File: src/rtl/core/jp_pkg.sv
// Package with the shared constants, types and helper function of the Josephus generator.
package jp_pkg;

	localparam int MAX_PEOPLE = 4096;
	localparam int IDX_W      = $clog2(MAX_PEOPLE);
	localparam int CNT_W      = $clog2(MAX_PEOPLE + 1);
	localparam int PERSON_W   = 13;
	localparam int CFG_W      = 13;
	localparam int APB_AW     = 3;
	localparam int APB_DW     = 32;

	// Register indexes, taken from paddr[2].
	localparam logic REG_RING_SIZE  = 1'b0;
	localparam logic REG_STEP_COUNT = 1'b1;

	typedef logic [IDX_W-1:0]    idx_t;
	typedef logic [CNT_W-1:0]    cnt_t;
	typedef logic [PERSON_W-1:0] person_t;
	typedef logic [CFG_W-1:0]    cfg_t;

	// Commands from the controller to the datapath.
	typedef struct packed {
		logic start;
		logic fill_init;
		logic fill_wr;
		logic rot_rd;
		logic rot_wr;
		logic pop_rd;
		logic pop_out;
		logic empty_out;
	} cmd_t;

	// Status from the datapath to the controller.
	typedef struct packed {
		logic fill_done;
		logic count_zero;
		logic rot_none;
		logic rot_last;
		logic out_free;
	} sts_t;

	function automatic idx_t next_slot(input idx_t idx);
		idx_t res;
		if (idx == idx_t'(MAX_PEOPLE - 1)) begin
			res = '0;
		end else begin
			res = idx + 1'b1;
		end
		return res;
	endfunction

endpackage

File: src/rtl/core/jp_ctrl.sv
// Controller state machine that sequences refill, rotation and removal.
module jp_ctrl (
	input  logic         clk,
	input  logic         arst_n,
	input  logic         in_valid,
	output logic         in_ready,
	input  logic         restart,
	input  jp_pkg::sts_t sts,
	output jp_pkg::cmd_t cmd
);

	typedef enum logic [2:0] {
		ST_IDLE,
		ST_FILL,
		ST_CHECK,
		ST_ROT_RD,
		ST_ROT_WR,
		ST_POP_RD,
		ST_POP_OUT,
		ST_EMPTY_OUT
	} state_t;

	state_t state_q;
	state_t state_d;

	assign in_ready = (state_q == ST_IDLE);

	always_comb begin
		cmd     = '0;
		state_d = state_q;
		unique case (state_q)
			ST_IDLE: begin
				if (in_valid) begin
					cmd.start = 1'b1;
					if (restart) begin
						cmd.fill_init = 1'b1;
						state_d       = ST_FILL;
					end else begin
						state_d = ST_CHECK;
					end
				end
			end
			ST_FILL: begin
				if (sts.fill_done) begin
					state_d = ST_CHECK;
				end else begin
					cmd.fill_wr = 1'b1;
				end
			end
			ST_CHECK: begin
				if (sts.count_zero) begin
					state_d = ST_EMPTY_OUT;
				end else if (sts.rot_none) begin
					state_d = ST_POP_RD;
				end else begin
					state_d = ST_ROT_RD;
				end
			end
			ST_ROT_RD: begin
				cmd.rot_rd = 1'b1;
				state_d    = ST_ROT_WR;
			end
			ST_ROT_WR: begin
				cmd.rot_wr = 1'b1;
				state_d    = sts.rot_last ? ST_POP_RD : ST_ROT_RD;
			end
			ST_POP_RD: begin
				cmd.pop_rd = 1'b1;
				state_d    = ST_POP_OUT;
			end
			ST_POP_OUT: begin
				if (sts.out_free) begin
					cmd.pop_out = 1'b1;
					state_d     = ST_IDLE;
				end
			end
			ST_EMPTY_OUT: begin
				if (sts.out_free) begin
					cmd.empty_out = 1'b1;
					state_d       = ST_IDLE;
				end
			end
			default: state_d = ST_IDLE;
		endcase
	end

	always_ff @(posedge clk or negedge arst_n) begin
		if (!arst_n) begin
			state_q <= ST_IDLE;
		end else begin
			state_q <= state_d;
		end
	end

endmodule

File: config.mk
export PLATFORM = sky130hd
export DESIGN_NAME = jp_ctrl
export DESIGN_NICKNAME = d
export VERILOG_FILES = /design/src/rtl/core/jp_pkg.sv /design/src/rtl/core/jp_ctrl.sv
export SDC_FILE = /design/constraint.sdc
export NUM_CORES = 1
export LEC_CHECK = 0
export BUFFER_PORTS_ARGS = -buffer_cell sky130_fd_sc_hd__buf_2
export CAP_MARGIN = 20
export CELL_PAD_IN_SITES_DETAIL_PLACEMENT = 0
export CELL_PAD_IN_SITES_GLOBAL_PLACEMENT = 1
export CORE_AREA = 8 8 45 47
export CTS_CLUSTER_DIAMETER = 80
export CTS_CLUSTER_SIZE = 30
export DETAILED_ROUTE_END_ITERATION = 10
export DIE_AREA = 0 0 53 55
export GPL_TIMING_DRIVEN = 0
export PLACE_DENSITY = 0.71
export SETUP_SLACK_MARGIN = 0.15
export SLEW_MARGIN = 15
export SYNTH_ARGS = -nofsm -noshare
export SYNTH_HDL_FRONTEND = slang
export SYNTH_SLANG_ARGS = --single-unit
export TNS_END_PERCENT = 1
File: constraint.sdc
create_clock -name clk -period 1.1 [get_ports clk]
set_input_delay 0.055 -clock clk [delete_from_list [all_inputs] [get_ports clk]]
set_output_delay 0.055 -clock clk [all_outputs]
set_load 0.02 [all_outputs]
==> results.py <==
metrics = {
    "outcome": {
        "outcome": "complete, but fails checks",
        "violations": "setup timing",
    },
    "hold_path": {
        "hold_path_class": "input pin to asynchronous set/reset pin",
    },
    "floorplan": {
        "dieHeight_microns": 55,
        "core_sq_um": 1380,
        "die_area_sq_um": 2920,
        "start_util": 0.199,
        "fp-row-count": 14,
        "die_x_microns": 53,
        "io_pins": 18,
    },
    "detailed_routing": {
        "post_drt_wl_per_cell_microns": 12.2,
        "drc": 0,
        "drt-initial-drc-count": 5,
        "drt-total-wl_microns": 951,
        "first_pass_iters": 2,
        "vias": 352,
        "ant_nets": 0,
        "vias_per_cell": 4.51,
    },
    "flow_run": {
        "maxCapViolations": 0,
    },
    "clock_tree": {
        "clk_path_buf_depth": 2,
        "cts_root_buf": "clkbuf_4",
        "clk_pin_slew_worst_paths_ns": 0.04,
        "cts_made_buffers": 3,
        "cts_tree": "built",
        "clkLatencyLatePin_ns": 0.24,
        "cts_sinks": 3,
        "cts_max_level": 1,
    },
    "place": {
        "place.gp.congestion": 0.672,
        "hpwl_microns": 666,
        "dp_worst_setup_slack_ns": -0.0994,
        "port_buffers": 17,
    },
    "grt": {
        "overflow": 0,
        "antenna_found_initial": 0,
        "grt_max_degree": 11,
        "grt_usage": 0.0728,
        "grt_pass1_wl_microns": 1490,
        "grt_pass1_vias": 358,
    },
    "timing": {
        "drv_slew": 0,
        "tightest_slew_ns": 0.226,
        "final-hold-violation-count": 0,
        "setup_tns_ns": -1.62,
        "holdWs_ns": 0.138,
        "fin_skew_ns": 0.00195,
        "setup_ws_ns": -0.213,
        "period_needed_ns": 1.31,
        "rsz0062_at_grt": "true",
        "finalCritPeriodShare": 1.19,
        "maxSlewHeadroom": 0.849,
        "setup_violations": 11,
        "timing.fmax_mhz": 762,
    },
    "finish": {
        "multi_input_area_sq_um": 215,
        "reg.largest.list": "state_q (3)",
        "regMostFlops": "state_q",
        "syn_to_final_growth_pct": 97.3,
        "seq_area_sq_um": 75.1,
        "nNetsFinal": 72,
        "layout-drive-gt1-share": 0.597,
        "final_core_util": 0.392,
        "fill_cells": 146,
        "n_antenna_cell": 0,
        "largest_reg_flops": 3,
    },
    "setup_path": {
        "slowest_delay_ns": 0.36,
        "crit_path_end_kind": "primary output",
        "crit_required_ns": 1.04,
        "crit_top_cell": "buf_6",
        "critPathLaunch": "state_q[0]",
        "crit_slowest_cell": "dfrtp_1",
        "cp-start-kind": "flop",
        "crit_chain": "buf_6, nor3_4, and3_4, buf_6",
        "crit_type": "flop to primary output",
        "r2r-start": "state_q[2]",
        "arrival_ns": 1.26,
        "crit_fanout": 9,
    },
    "pwr": {
        "p_leak_nw": 0.272,
        "peakVddDrop_v": 0.000826,
        "p_per_area_nw_per_um2": 2870,
        "design_power_total_mw": 1.56,
    },
    "synth": {
        "synth-seq-cells": 3,
        "syn-cell-area_sq_um": 275,
        "synth_warnings": 0,
        "synth_cell_types": 24,
        "synth_cells": 35,
        "synth-seq-area-share": 0.273,
        "syn_area_per_cell_sq_um": 7.86,
        "syn-num-nets": 44,
    },
}
## placed cells by master (no fill, tap or decap)
cell type / n
a21oi_1: 1
a211oi_1: 1
and3_1: 2
clkbuf_1: 1
nor2_1: 4
and3_4: 1
o21ai_1: 1
buf_2: 10
nor3_2: 1
nor2b_1: 1
dfrtp_1: 3
nor3_4: 1
o32ai_2: 1
a21o_1: 1
clkbuf_4: 3
o31ai_1: 1
inv_1: 3
buf_6: 6
a221o_1: 1
or3_1: 1
nand2b_1: 1
dlygate4sd3_1: 1
nor3b_4: 1
a22o_1: 1
and2_4: 2
o21ai_0: 1
a211oi_2: 1
buf_4: 9
nand3_2: 1
## final timing paths
path,depth (start not counted),slack [ns],endpoint
setup / recovery,4,-0.21,cmd[6]
hold / removal,2,0.14,state_q[2]
setup reg to reg,4,-0.09,state_q[1]
hold reg to reg,2,0.62,state_q[0]
max in group asynchronous,2,0.85,state_q[1]
min in group clk,4,0.16,state_q[2]
## power breakdown
part / switching, mW / leakage (nW) / total [mW] / internal, mW
sequential: 0.0339 / 0.0357 / 0.205 / 0.171
clock: 0.0625 / 0.0150 / 0.199 / 0.136
combinational: 0.584 / 0.221 / 1.16 / 0.571
total: 0.681 / 0.272 / 1.56 / 0.878
## synthesized netlist by cell type (all sizes together)
library cell,count,area (sq um)
or3,1,6.26
a21o,1,7.51
and3,3,18.8
nor2b,1,6.26
inv,3,11.3
dfrtp,3,75.1
nor3,2,15.0
nand2b,1,6.26
and2,2,12.5
a221o,1,10.0
o21ai,2,10.0
a21oi,1,5.00
o32ai,1,8.76
nand3,1,5.00
o31ai,1,7.51
nor2,4,15.0
a22o,1,8.76
nor3b,1,7.51
a211oi,2,15.0
buf,3,23.8
## stage by stage
stage	instance area [sq um]	cells
floorplan	283	35
global placement	388	68
finish	543	78
global route	543	78
CTS	526	78
detailed placement	388	68
## cell families (layout without fill, tap and decap cells)
kind of cell	after synthesis	count (layout)	synth area share
AND/OR/NAND/NOR	16	16	0.336
flip-flops	3	3	0.273
AO/OA/AOI/OAI	10	10	0.264
buffers and inverters	6	33	0.127
## per-layer routing
metal / vias up / part of all wire / routed length (microns) / global-route usage
met3: 2 / 0.11 / 100 / 0.0401
met4: 0 / 0.0063 / 6 / 0.0647
met2: 12 / 0.49 / 470 / 0.115
li1: 180 / - / - / -
met5: - / 0 / 0 / 0
met1: 158 / 0.39 / 373 / 0.0672
## timing repair
item / CTS / global route
pin swaps: 6 / 4
hold buffers: 1 / 0
hold endpoints to repair: 3 / 0
resized for setup: 17 / 5
buffers inserted: 5 / 0
cloned: 0 / 0
endpoints found under the setup margin: 12 / 12
## critical path: cells and delay by family (launching register included)
family,cells,cell delay [ns]
and+or+nand+nor,2,0.41
DFF,1,0.36
buffers and inverters,2,0.25
## cell type report
cell class                      count  area share
Multi-Input combinational cell     26       0.396
Timing Repair Buffer               23       0.297
Sequential cell                     3       0.138
Buffer                              3      0.0622
Clock buffer                        4      0.0484
Tap cell                           16      0.0369
Inverter                            3      0.0207
(Power assumes the default switching activity.)
