$ cat src/rtl/core/jp_pkg.sv
// Package with the shared constants, types and helper function of the Josephus generator.
package jp_pkg;

	localparam int MAX_PEOPLE = 4096;
	localparam int IDX_W      = $clog2(MAX_PEOPLE);
	localparam int CNT_W      = $clog2(MAX_PEOPLE + 1);
	localparam int PERSON_W   = 13;
	localparam int CFG_W      = 13;
	localparam int APB_AW     = 3;
	localparam int APB_DW     = 32;

	// Register indexes, taken from paddr[2].
	localparam logic REG_RING_SIZE  = 1'b0;
	localparam logic REG_STEP_COUNT = 1'b1;

	typedef logic [IDX_W-1:0]    idx_t;
	typedef logic [CNT_W-1:0]    cnt_t;
	typedef logic [PERSON_W-1:0] person_t;
	typedef logic [CFG_W-1:0]    cfg_t;

	// Commands from the controller to the datapath.
	typedef struct packed {
		logic start;
		logic fill_init;
		logic fill_wr;
		logic rot_rd;
		logic rot_wr;
		logic pop_rd;
		logic pop_out;
		logic empty_out;
	} cmd_t;

	// Status from the datapath to the controller.
	typedef struct packed {
		logic fill_done;
		logic count_zero;
		logic rot_none;
		logic rot_last;
		logic out_free;
	} sts_t;

	function automatic idx_t next_slot(input idx_t idx);
		idx_t res;
		if (idx == idx_t'(MAX_PEOPLE - 1)) begin
			res = '0;
		end else begin
			res = idx + 1'b1;
		end
		return res;
	endfunction

endpackage

$ cat src/rtl/core/jp_regs.sv
// Configuration register file behind the APB-style port.
module jp_regs (
	input  logic                       clk,
	input  logic                       arst_n,
	input  logic                       psel,
	input  logic                       penable,
	input  logic                       pwrite,
	input  logic [jp_pkg::APB_AW-1:0]  paddr,
	input  logic [jp_pkg::APB_DW-1:0]  pwdata,
	output logic [jp_pkg::APB_DW-1:0]  prdata,
	output logic                       pready,
	output jp_pkg::cfg_t               ring_size_q,
	output jp_pkg::cfg_t               step_count_q
);

	logic wr_en;

	assign pready = 1'b1;
	assign wr_en  = psel & penable & pwrite;

	always_ff @(posedge clk or negedge arst_n) begin
		if (!arst_n) begin
			ring_size_q  <= jp_pkg::cfg_t'(1);
			step_count_q <= jp_pkg::cfg_t'(1);
		end else if (wr_en) begin
			unique case (paddr[2])
				jp_pkg::REG_RING_SIZE:  ring_size_q  <= pwdata[jp_pkg::CFG_W-1:0];
				jp_pkg::REG_STEP_COUNT: step_count_q <= pwdata[jp_pkg::CFG_W-1:0];
				default: ;
			endcase
		end
	end

	always_comb begin
		prdata = '0;
		unique case (paddr[2])
			jp_pkg::REG_RING_SIZE:  prdata[jp_pkg::CFG_W-1:0] = ring_size_q;
			jp_pkg::REG_STEP_COUNT: prdata[jp_pkg::CFG_W-1:0] = step_count_q;
			default: ;
		endcase
	end

endmodule

$ cat config.mk
export PLATFORM = sky130hd
export DESIGN_NAME = jp_regs
export DESIGN_NICKNAME = d
export VERILOG_FILES = /design/src/rtl/core/jp_pkg.sv /design/src/rtl/core/jp_regs.sv
export SDC_FILE = /design/constraint.sdc
export NUM_CORES = 1
export LEC_CHECK = 0
export ABC_AREA = 1
export BUFFER_PORTS_ARGS = -buffer_cell sky130_fd_sc_hd__buf_2
export CAP_MARGIN = 10
export CORE_MARGIN = 5
export CORE_UTILIZATION = 40
export DETAILED_ROUTE_END_ITERATION = 8
export PLACE_DENSITY_LB_ADDON = 0.2
export REMOVE_ABC_BUFFERS = 1
export SLEW_MARGIN = 0
export SYNTH_ARGS = -nofsm -noshare
export SYNTH_HDL_FRONTEND = slang
export SYNTH_SLANG_ARGS = --single-unit
$ cat constraint.sdc
create_clock -name clk -period 1 [get_ports clk]
set_input_delay 0.1 -clock clk [delete_from_list [all_inputs] [get_ports clk]]
set_output_delay 0.1 -clock clk [all_outputs]
set_load 0.05 [all_outputs]
==> results.py, run 1 <==
metrics = {
    "synthesis": {
        "netlist_instances": 180,
        "syn_area_per_cell_um2": 7.69,
        "synth_seq_area_share": 0.472,
        "synth_top_family_by_area": "simple AND/OR/NAND/NOR gates",
        "ys_ff_latch": 26,
        "synth_simple_gate_area_frac": 0.365,
        "synth-xor-area-share": 0,
        "synth_compound_area_frac": 0,
        "synthAdderAreaFrac": 0,
        "syn-cell-area_um2": 1390,
        "synthMuxAreaShare": 0,
        "synth_warnings": 0,
        "ys_types": 14,
    },
    "clock_network": {
        "clkSinkCount": 26,
        "h-tree-depth": 1,
        "cts.clk_slew.worst_paths_ns": 0.14,
        "cts_inserted_buffers": 3,
        "cts_tree": "yes",
        "clkLatencyLatePin_ns": 0.32,
        "clockBufferDepth": 2,
        "root_buffer": "clkbuf_4",
    },
    "global_routing": {
        "grt_use_total": 0.173,
        "grt_max_degree": 28,
        "grt_remaining_overflow": 0,
        "grt_pass1_wl_mm": 6.15,
        "grt_antenna_before_repair": 0,
        "grt_pass1_vias": 1290,
    },
    "placed_design": {
        "postPlaceCellArea_um2": 1660,
        "placement.io_buffers": 57,
        "dpl.hpwl_mm": 2.30,
        "gp_congestion": 0.690,
    },
    "status": {
        "violations": "setup timing",
        "status": "finished, violations left",
    },
    "floorplanning": {
        "die_h_um": 68.8,
        "initial_core_util": 0.415,
        "dieArea_um2": 4740,
        "rows": 21,
        "ios": 99,
        "die_w_um": 68.8,
        "core_area_um2": 3340,
    },
    "route": {
        "antenna_left": 0,
        "wirelength_mm": 4.10,
        "drtIter0Drc": 52,
        "drc": 0,
        "wl_per_cell_um": 12.9,
        "vias_per_cell": 4.44,
        "dr.pass1.iters": 6,
        "vias": 1409,
    },
    "worst_setup_path": {
        "critPathKind": "flop to output pin",
        "startpoint_type": "flop",
        "crit_fanout": 2,
        "critPathArrivalTime_ns": 1.18,
        "cp-end-kind": "output pin",
        "required_ns": 0.90,
    },
    "power_and_ir_drop": {
        "peakVddDrop_uv": 1180,
        "power_density_nw_per_um2": 2140,
        "cellLeakagePower_nw": 1.30,
    },
    "cells_and_area": {
        "multi_input_area_um2": 583,
        "n_fill_cell": 273,
        "area_growth_syn_to_layout_pct": 67.8,
        "regArea_um2": 653,
        "nets": 312,
        "stdcell_area_um2": 2320,
        "drive_gt1_frac": 0.358,
        "diodes": 0,
    },
    "job": {
        "cap_viol_max_count": 0,
    },
    "sta": {
        "min_period_over_period": 1.28,
        "clock_skew_ns": 0,
        "report.final.slew_viol_count": 0,
        "finalSetupViolCount": 39,
        "fin_ws_ns": -0.283,
        "finalHoldViolCount": 0,
        "maxClockFrequency_ghz": 0.780,
        "finalCriticalPeriod_ns": 1.28,
        "hold_slack_ns": 0.0182,
        "rsz0062_at_grt": "yes",
    },
    "min_path": {
        "hold_class": "input pin to flop",
    },
}
worst max-delay path, cell delays in order, from the launching register on:
cell	delay [ns]
dfstp_2	0.56
nand2_1	0.05
nand2_1	0.09
buf_6	0.16
metrics by stage:
stage	setup TNS [ns]	power (mW)	utilization	worst slack (ns)	std cells
2_1_floorplan	-2.30	2.90	-	-0.210	169
3_3_place_gp	-0.478	3.37	0.496	-0.0415	278
3_5_place_dp	-0.505	3.38	0.496	-0.0469	278
4_1_cts	-3.82	4.67	0.639	-0.282	302
5_1_grt	-6.17	5.21	0.696	-0.339	317
6_report	-3.85	4.97	0.696	-0.283	317
worst paths after layout:
path	slack (ns)	end	startpoint	cells after the start
setup / recovery	-0.28	prdata[0]	ring_size_q[0]$_DFFE_PN1P_	3
hold / removal	0.02	ring_size_q[10]$_DFFE_PN0P_	pwdata[10]	3
setup reg to reg	0.13	step_count_q[9]$_DFFE_PN0P_	step_count_q[9]$_DFFE_PN0P_	4
hold reg to reg	0.54	step_count_q[4]$_DFFE_PN0P_	step_count_q[4]$_DFFE_PN0P_	2
max in group asynchronous	0.45	ring_size_q[3]$_DFFE_PN0P_	arst_n	3
min in group asynchronous	0.18	ring_size_q[5]$_DFFE_PN0P_	arst_n	2
power breakdown:
| part | switching [mW] | leakage (nW) | internal, mW |
|---|---|---|---|
| clock network | 0.316 | 0.0279 | 0.405 |
| registers | 0.185 | 0.323 | 1.26 |
| logic | 1.73 | 0.946 | 1.07 |
flip-flops by register name, summed over array words and instances, names as in the netlist:
register,flops
step_count_q,13
ring_size_q,13
cells in the mapped netlist (all sizes together):
master | instances | area share
buf | 28 | 0.15
clkbuf | 1 | 0.0027
conb | 2 | 0.0054
dfrtp | 24 | 0.43
dfstp | 2 | 0.038
inv | 2 | 0.0072
nand2 | 92 | 0.25
nand3 | 26 | 0.094
nand4 | 2 | 0.014
nor2 | 1 | 0.0081
cell type report:
class / count / area share
sequential: 26 / 0.281
tap: 46 / 0.0248
clock buffer: 3 / 0.00969
clock inverter: 1 / 0.0129
inverter: 2 / 0.00431
multi-input combinational: 141 / 0.251
timing repair buffer: 98 / 0.416
what timing repair did:
action	CTS	global route
gates resized for setup	78	22
pin swaps	4	5
buffers inserted	8	15
hold endpoints to repair	43	0
hold buffers	12	0
setup endpoints to repair	39	39
metal layers:
metal	vias up	GRT usage	wire, um
met5	-	0	0
met4	0	0.0292	24
met3	4	0.0389	311
met2	53	0.302	2070
met1	648	0.222	1700
li1	704	-	-
logic make-up (layout without fill, tap and decap cells):
logic type,Yosys count,after routing
flip-flops,26,26
buffers and inverters,31,104
AND/OR/NAND/NOR,121,121
other,2,20
layout by cell type (no fill, tap or decap):
cell / n
conb_1: 20
clkbuf_4: 3
nand3_1: 26
inv_4: 1
bufinv_16: 1
nand4_2: 1
buf_4: 18
nand4_1: 1
dfrtp_1: 24
buf_8: 11
dlygate4sd3_1: 12
nor2_4: 1
buf_6: 37
buf_2: 18
inv_2: 1
nand2_2: 1
nand2_1: 91
dfstp_2: 2
buf_12: 2
No activity file was read; power rests on OpenSTA's default activity.
==> inputs of run 2 (changes only) <==
CORE_UTILIZATION = 25   (was 40)
==> run 2 against run 1 <==
The run still ends with setup timing left. Critical path depth is the same. Clock skew stayed put. Die area increased by 50%.
==> results.py, run 2 (synthesis results as in run 1) <==
metrics = {
    "floorplanning": {
        "die_h_um": 84.4,
        "initial_core_util": 0.255,
        "dieArea_um2": 7130,
        "rows": 27,
        "ios": 99,
        "core_area_um2": 5440,
        "die_w_um": 84.4,
    },
    "route": {
        "drc": 0,
        "vias": 1327,
        "drtIter0Drc": 26,
        "antenna_left": 0,
        "wl_per_cell_um": 11.9,
        "dr.pass1.iters": 5,
        "wirelength_mm": 3.92,
        "vias_per_cell": 4.05,
    },
    "power_and_ir_drop": {
        "combPwrFrac": 0.554,
        "switchingPower_mw": 2.16,
        "power_density_nw_per_um2": 2140,
        "p_total_mw": 4.59,
        "power_frac_clock": 0.133,
        "peakVddDrop_uv": 683,
        "pwr-share-seq": 0.313,
        "switching_share": 0.471,
        "intPower_mw": 2.43,
        "cellLeakagePower_nw": 1.20,
    },
    "worst_setup_path": {
        "critPathKind": "flop to output pin",
        "startpoint_type": "flop",
        "required_ns": 0.90,
        "cp-end-kind": "output pin",
        "critPathArrivalTime_ns": 1.11,
        "r2r_slack_ns": 0.20,
        "regToRegEndpoint": "ring_size_q[0]$_DFFE_PN1P_",
        "reg2reg_from": "ring_size_q[0]$_DFFE_PN1P_",
        "crit_fanout": 3,
        "rr_worst_depth": 3,
    },
    "global_routing": {
        "grt_antenna_before_repair": 0,
        "grt_pass1_vias": 1305,
        "grt_remaining_overflow": 0,
        "grt_use_total": 0.110,
        "grt_pass1_wl_mm": 6.34,
        "grt_max_degree": 28,
    },
    "clock_network": {
        "cts.clk_slew.worst_paths_ns": 0.09,
        "clockBufferDepth": 2,
        "clkSinkCount": 26,
        "cts_tree": "yes",
        "root_buffer": "clkbuf_8",
        "h-tree-depth": 1,
        "cts_inserted_buffers": 3,
        "clkLatencyLatePin_ns": 0.26,
    },
    "cells_and_area": {
        "nets": 297,
        "reg.largest.list": "ring_size_q x13, step_count_q x13",
        "layout_commonest_cell": "nand2_1",
        "stdcell_area_um2": 2150,
        "finalNonFillerCells": 328,
        "multi_input_area_um2": 583,
        "drive_gt1_frac": 0.359,
        "layout_common_cells": "nand2_1, buf_6, nand3_1, buf_4, dfrtp_1",
        "area_growth_syn_to_layout_pct": 54.9,
        "regArea_um2": 653,
        "diodes": 0,
        "n_fill_cell": 570,
    },
    "sta": {
        "min_period_over_period": 1.21,
        "hold_slack_ns": 0.0537,
        "fin_ws_ns": -0.209,
        "finalHoldViolCount": 0,
        "clock_skew_ns": 0,
        "finalCriticalPeriod_ns": 1.21,
        "report.final.slew_viol_count": 0,
        "maxClockFrequency_ghz": 0.827,
        "finalSetupViolCount": 17,
        "rsz0062_at_grt": "yes",
    },
    "placed_design": {
        "dpl.hpwl_mm": 2.74,
        "gp_congestion": 0.676,
        "postPlaceCellArea_um2": 1720,
        "placement.io_buffers": 57,
        "placed_cells": 307,
    },
    "min_path": {
        "hold_class": "input pin to flop",
        "hold_depth": 3,
        "holdPathEnd": "step_count_q[0]$_DFFE_PN1P_",
        "hp-start": "pwdata[0]",
    },
    "status": {
        "violations": "setup timing",
        "status": "finished, violations left",
    },
    "job": {
        "cap_viol_max_count": 0,
    },
}
==> run 2: cell types whose count changed in the layout (fill, tap and decap cells not counted), sizes merged <==
cell	previous run	this run
bufinv	1	0
dlygate4sd3	12	1
buf	86	82
clkbuf	3	4
==> run 2: through the flow <==
stage	TNS [ns]	setup slack, ns	utilization
detailed placement	-0.615	-0.0637	0.317
global route	-2.25	-0.281	0.395
floorplan	-2.30	-0.210	-
finish	-1.28	-0.209	0.395
global placement	-0.454	-0.0502	0.317
CTS	-1.36	-0.218	0.362
==> run 2: area by class of cell <==
cell class | instances | share of cell area
clock buffers | 4 | 0.0210
flip-flops and latches | 26 | 0.304
repair buffers | 83 | 0.356
multi-input cells | 141 | 0.272
inverters | 2 | 0.00466
well taps | 72 | 0.0420
==> run 2: what timing repair did <==
action                                 CTS  global route
endpoints found under the hold margin   10             0
buffers inserted                         6            10
gates resized for setup                 52            28
setup endpoints to repair               39            33
hold buffers                             1             0
pin swaps                                3             2
==> run 2: worst max path at each step <==
stage | from | end | slack (ns) | cells after the start
2_1_floorplan | step_count_q[0]$_DFFE_PN1P_ | prdata[0] | -0.21 | 2
3_3_place_gp | paddr[2] | ring_size_q[1]$_DFFE_PN0P_ | -0.05 | 6
3_5_place_dp | paddr[2] | ring_size_q[1]$_DFFE_PN0P_ | -0.06 | 6
4_1_cts | ring_size_q[0]$_DFFE_PN1P_ | prdata[0] | -0.22 | 3
5_1_grt | ring_size_q[0]$_DFFE_PN1P_ | prdata[0] | -0.28 | 3
6_report | ring_size_q[0]$_DFFE_PN1P_ | prdata[0] | -0.21 | 3
==> run 2: worst max-delay path, stage by stage (launching register included) <==
cell,delay (ns)
dfstp_2,0.55
nand2_1,0.05
nand2_1,0.08
buf_6,0.16
==> run 2: power by group through the flow <==
stage	clock network (mW)	logic [mW]	registers [mW]
6_report	0.611	2.54	1.44
5_1_grt	0.681	2.68	1.46
4_1_cts	0.640	2.31	1.42
3_5_place_dp	0	1.98	1.43
3_3_place_gp	0	1.97	1.43
2_1_floorplan	0	0.785	2.12
==> run 2: metal layers <==
metal,global-route usage,vias to the layer above,part of all wire
met5,0,-,0
met1,0.136,608,0.42
met3,0.0157,2,0.052
li1,-,670,-
met4,0.0388,0,0.0066
met2,0.194,47,0.52
